$ cat src/hw/rtl/mdi_ram.sv
// Generic single-port-write, single-port-read RAM with registered read data.
// No package dependencies.
`default_nettype none

module mdi_ram #(
    parameter int WIDTH = 8,
    parameter int DEPTH = 16
) (
    input  wire logic                     clk,
    input  wire logic                     we,
    input  wire logic [$clog2(DEPTH)-1:0] waddr,
    input  wire logic [WIDTH-1:0]         wdata,
    input  wire logic                     re,
    input  wire logic [$clog2(DEPTH)-1:0] raddr,
    output logic      [WIDTH-1:0]         rdata
);

    logic [WIDTH-1:0] mem [DEPTH];

    always_ff @(posedge clk)
    begin
        if (we)
        begin
            mem[waddr] <= wdata;
        end
        if (re)
        begin
            rdata <= mem[raddr];
        end
    end

endmodule

`default_nettype wire

$ cat config.mk
export PLATFORM = sky130hd
export DESIGN_NAME = mdi_ram
export DESIGN_NICKNAME = d
export VERILOG_FILES = /design/src/hw/rtl/mdi_ram.sv
export SDC_FILE = /design/constraint.sdc
export NUM_CORES = 1
export LEC_CHECK = 0
export ABC_AREA = 1
export BUFFER_PORTS_ARGS = -buffer_cell sky130_fd_sc_hd__buf_2
export CORE_MARGIN = 2
export CORE_UTILIZATION = 30
export DETAILED_ROUTE_END_ITERATION = 8
export PLACE_DENSITY = 0.43
export SETUP_SLACK_MARGIN = 0.3
export SLEW_MARGIN = 20
export SYNTH_ARGS = -nofsm -noshare
export SYNTH_HDL_FRONTEND = slang
export SYNTH_SLANG_ARGS = --single-unit
export TNS_END_PERCENT = 20
$ cat constraint.sdc
create_clock -name clk -period 1.5 [get_ports clk]
set_clock_uncertainty 0.1 [all_clocks]
set_input_delay 0.3 -clock clk [delete_from_list [all_inputs] [get_ports clk]]
set_output_delay 0.3 -clock clk [all_outputs]
set_load 0.02 [all_outputs]
**Word level (Yosys, flattened, before mapping)**

Memories as Yosys holds them, arrays and structs flattened. A register that Yosys moved wholly into a read port is not among the register bits.
Index checks and enable logic that the tools add are counted.

- Bits in registers: 0
- Bits in writable memories: 128
- Bits of input ports: 19
- Word-level logic and storage cells: 3
- Memories kept: 1

- Multiplexer cells: 2

Memories:

| name | depth | width | read ports | clocked after memory_dff | wr ports | RTL line | text |
|---|---|---|---|---|---|---|---|
| mem | 16 | 8 | 1 | 1 | 1 | 18 | `logic [WIDTH-1:0] mem [DEPTH];` |

Operator list:

| kind | count |
|---|---|
| 1-bit two-way mux | 2 |

**Longest topological paths before layout**

- Depth in word-level cells: 2
- Mapped depth: 8
- Depth with buffers taken out: 7

**Worst setup path after synthesis**

OpenSTA, ideal clock, no wires.

- Path type: input to register
- From: in waddr[2]
- To: mem mem[10][0] (enable)
- Setup time: 370 ps
- Arrival: 881 ps
- Data required time: 1030 ps
- Path slack: 149 ps
- Stages: 2
- Cell sequence: nand3b_1 nor2_1

RTL lines:

| item | RTL line | text |
|---|---|---|
| start, declared | 11 | `input wire logic [$clog2(DEPTH)-1:0] waddr,` |
| end, declared | 18 |  |

Straight into the memory's write port.

**Worst setup path in the final report**

- From: reg rdata[2] (read register of mem)
- To: out rdata[2]

RTL lines:

| item | RTL line | text |
|---|---|---|
| start, declared | 15 | `output logic [WIDTH-1:0] rdata` |

No word-level cell between the ends.

==> impl_metrics.prom <==
# TYPE chip_impl_metric gauge
chip_impl_info{name="min-delay-path-class",value="primary input to flop"} 1
chip_impl_metric{name="wl_met1",unit="um"} 6740
chip_impl_metric{name="synth.avg_cell_area",unit="um^2"} 10.6
chip_impl_metric{name="postCtsSetupRepairBufs",unit=""} 0
chip_impl_metric{name="cts_sinks",unit=""} 136
chip_impl_metric{name="drt_first_pass_iters",unit=""} 4
chip_impl_info{name="startpoint_type",value="flop"} 1
chip_impl_metric{name="yosysUniqueCellTypes",unit=""} 11
chip_impl_metric{name="max-cap-violations",unit=""} 0
chip_impl_metric{name="crit_path_max_fanout",unit=""} 1
chip_impl_metric{name="setup_viol",unit=""} 0
chip_impl_metric{name="fin_util",unit="%"} 37.0
chip_impl_metric{name="yosysSeqAreaShare",unit="%"} 69.8
chip_impl_metric{name="leakagePower",unit="nW"} 3.02
chip_impl_metric{name="die-height",unit="um"} 144
chip_impl_info{name="path_cells",value="buf_6"} 1
chip_impl_metric{name="cts-htree-levels",unit=""} 4
chip_impl_metric{name="route.detailed.wl_per_inst",unit="um"} 16.5
chip_impl_info{name="timing.setup.critical_path_class",value="flop to output port"} 1
chip_impl_info{name="synth_area_leader_cell",value="edfxtp_1"} 1
chip_impl_metric{name="floorplan.initialDensity",unit="%"} 30.3
chip_impl_metric{name="cp.required",unit="ns"} 1.10
chip_impl_info{name="dr.max_layer_used",value="met4"} 1
chip_impl_metric{name="synth_warnings",unit=""} 0
chip_impl_info{name="worst_setup_path_end_kind",value="output port"} 1
chip_impl_metric{name="place_hpwl",unit="um"} 9230
chip_impl_metric{name="post-place-cells",unit=""} 850
chip_impl_metric{name="grt.total_usage",unit="%"} 15.0
chip_impl_info{name="timing.hold.worst.start",value="re"} 1
chip_impl_metric{name="total_clock_buffers_created_by_cts",unit=""} 17
chip_impl_metric{name="finalHoldViolations",unit=""} 0
chip_impl_metric{name="postSynthNetCount",unit=""} 570
chip_impl_info{name="post_synth_main_area_contributors",value="edfxtp_1, nand2_1, nand3_1, inv_1, buf_6"} 1
chip_impl_metric{name="syn-cell-area",unit="mm^2"} 0.00585
chip_impl_metric{name="detailroute.wirelength.met2",unit="um"} 7010
chip_impl_metric{name="design.final.nets",unit=""} 623
chip_impl_metric{name="grt_first_pass_wirelength",unit="um"} 21900
chip_impl_metric{name="vias",unit=""} 3793
chip_impl_metric{name="grt_antenna_before_repair",unit=""} 0
chip_impl_metric{name="via_per_inst",unit=""} 4.31
chip_impl_metric{name="coreArea",unit="mm^2"} 0.0193
chip_impl_metric{name="worst_pin_slew",unit="ns"} 0.409
chip_impl_metric{name="post-route-period-util",unit="%"} 91.6
chip_impl_metric{name="critical_path_arrival",unit="ns"} 0.97
chip_impl_metric{name="fillers",unit=""} 1900
chip_impl_info{name="status",value="complete, no violations"} 1
chip_impl_info{name="ctsRootBufferMaster",value="clkbuf_16"} 1
chip_impl_metric{name="initialDrtViolationCount",unit=""} 246
chip_impl_metric{name="area_delta_synth_final",unit="%"} 22.0
chip_impl_metric{name="synth_top_cell_area_share",unit="%"} 69.8
chip_impl_metric{name="full_die_area",unit="mm^2"} 0.0206
chip_impl_metric{name="stdcell_area",unit="mm^2"} 0.00713
chip_impl_metric{name="placement.cell_area",unit="mm^2"} 0.00652
chip_impl_metric{name="layout.cells.non_filler",unit=""} 881
chip_impl_info{name="cpLargestDelayFamily",value="flip-flops"} 1
chip_impl_metric{name="finalSetupTns",unit="ns"} 0
chip_impl_metric{name="numPortBuffers",unit=""} 26
chip_impl_metric{name="timing_max_transition_violations_final",unit=""} 0
chip_impl_metric{name="slew_headroom",unit="%"} 72.7
chip_impl_metric{name="row_count",unit=""} 51
chip_impl_info{name="timing.critical_path.slowest_stage_cell",value="edfxtp_1"} 1
chip_impl_metric{name="horizontal_die_dimension",unit="um"} 144
chip_impl_metric{name="boundaryPins",unit=""} 27
chip_impl_metric{name="slowest_delay",unit="ns"} 0.41
chip_impl_metric{name="ys_ff_latch",unit=""} 136
chip_impl_metric{name="fin_hold_ws",unit="ns"} 0.153
chip_impl_metric{name="routed_wirelength",unit="um"} 14500
chip_impl_metric{name="dr_wl_met3",unit="um"} 655
chip_impl_metric{name="worst_skew_pair.late_latency",unit="ns"} 0.41
chip_impl_metric{name="grt_remaining_overflow",unit=""} 0
chip_impl_metric{name="drcViolationCount",unit=""} 0
chip_impl_metric{name="post_route_cells_drive_above_1_share",unit="%"} 14.9
chip_impl_metric{name="period_minus_slack",unit="ns"} 1.37
chip_impl_metric{name="critical_path.n_buffers_inverters",unit=""} 1
chip_impl_metric{name="place.gp.congestion",unit=""} 0.782
chip_impl_info{name="cp-startpoint",value="rdata[2]$_DFFE_PP_"} 1
chip_impl_metric{name="clock_transition_at_path_regs",unit="ns"} 0.06
chip_impl_info{name="cts_tree",value="yes"} 1
chip_impl_metric{name="largest_net_degree_at_the_start_of_global_routing",unit=""} 39
chip_impl_metric{name="antenna_violating_nets_post_route",unit=""} 0
chip_impl_metric{name="synth_cells",unit=""} 551
chip_impl_metric{name="grt_pass1_vias",unit=""} 3652
chip_impl_info{name="grt_setup_unrepaired",value="true"} 1
chip_impl_metric{name="clk_path_buf_depth",unit=""} 2
chip_impl_info{name="worstReg2RegStart",value="mem[7][1]$_DFFE_PP_"} 1
chip_impl_metric{name="p_per_area",unit="mW/mm^2"} 1280
chip_impl_metric{name="achievable-frequency",unit="MHz"} 728
chip_impl_metric{name="worst_ir_drop_vdd",unit="uV"} 770
chip_impl_info{name="most_used_cells_in_the_layout_excluding_fill_and_tap_cells",value="nand2_1, edfxtp_1, inv_1"} 1
chip_impl_metric{name="num_antenna_cells",unit=""} 0
chip_impl_info{name="mostFrequentLayoutCell",value="nand2_1"} 1
-- routing by layer --
metal	vias up	track usage, %
met5	-	0
met4	0	3.87
met3	6	4.00
met2	85	23.8
met1	1815	20.4
li1	1887	-
-- stage by stage --
stage	power (W)	setup WS (ns)
2_1_floorplan	0.00471	0.171
3_3_place_gp	0.00499	-0.146
3_5_place_dp	0.00500	-0.152
4_1_cts	0.00922	0.0910
5_1_grt	0.00944	0.0857
6_report	0.00914	0.126
-- flip-flops by register name, summed over array words and instances (netlist names) --
signal / count
rdata: 8
mem: 128
-- Yosys cell counts --
library cell    n
inv_1         100
nand2_1       173
inv_2           2
nor2_1         17
buf_4           4
nand3b_1        2
nand3_1        97
buf_1           1
buf_6           6
buf_2          13
edfxtp_1      136
-- power breakdown --
part	internal, W	switching (W)	total, W
clock	0.00274	0.00148	0.00422
combinational	0.000199	0.000410	0.000609
sequential	0.00428	0.0000230	0.00431
total	0.00723	0.00191	0.00914
-- path summary, 6_finish.rpt --
check / end / slack, ns / cells past startpoint
worst max-delay path: rdata[2] / 0.13 / 1
worst min-delay path: rdata[4]$_DFFE_PP_ / 0.15 / 1
worst max register to register: rdata[1]$_DFFE_PP_ / 0.19 / 6
worst min register to register: rdata[7]$_DFFE_PP_ / 0.65 / 6
-- repair_timing --
item | in CTS | in global routing
resized for setup | 4 | 2
setup endpoints to repair | 14 | 16
hold buffers | 0 | 0
pin swaps | 0 | 0
-- logic make-up after synthesis --
| group | share of synthesized area (%) |
|---|---|
| and+or+nand+nor | 20.8 |
| DFF | 69.8 |
| buffers and inverters | 9.39 |
-- area by class of cell --
cell class / count / area, um^2 / area share, %
Clock buffer: 20 / 437 / 6.12
Clock inverter: 11 / 155 / 2.18
Inverter: 102 / 383 / 5.37
Multi-Input combinational cell: 289 / 1240 / 17.4
Sequential cell: 136 / 4080 / 57.3
Tap cell: 265 / 332 / 4.65
Timing Repair Buffer: 58 / 502 / 7.04
(Power assumes the default switching activity.)
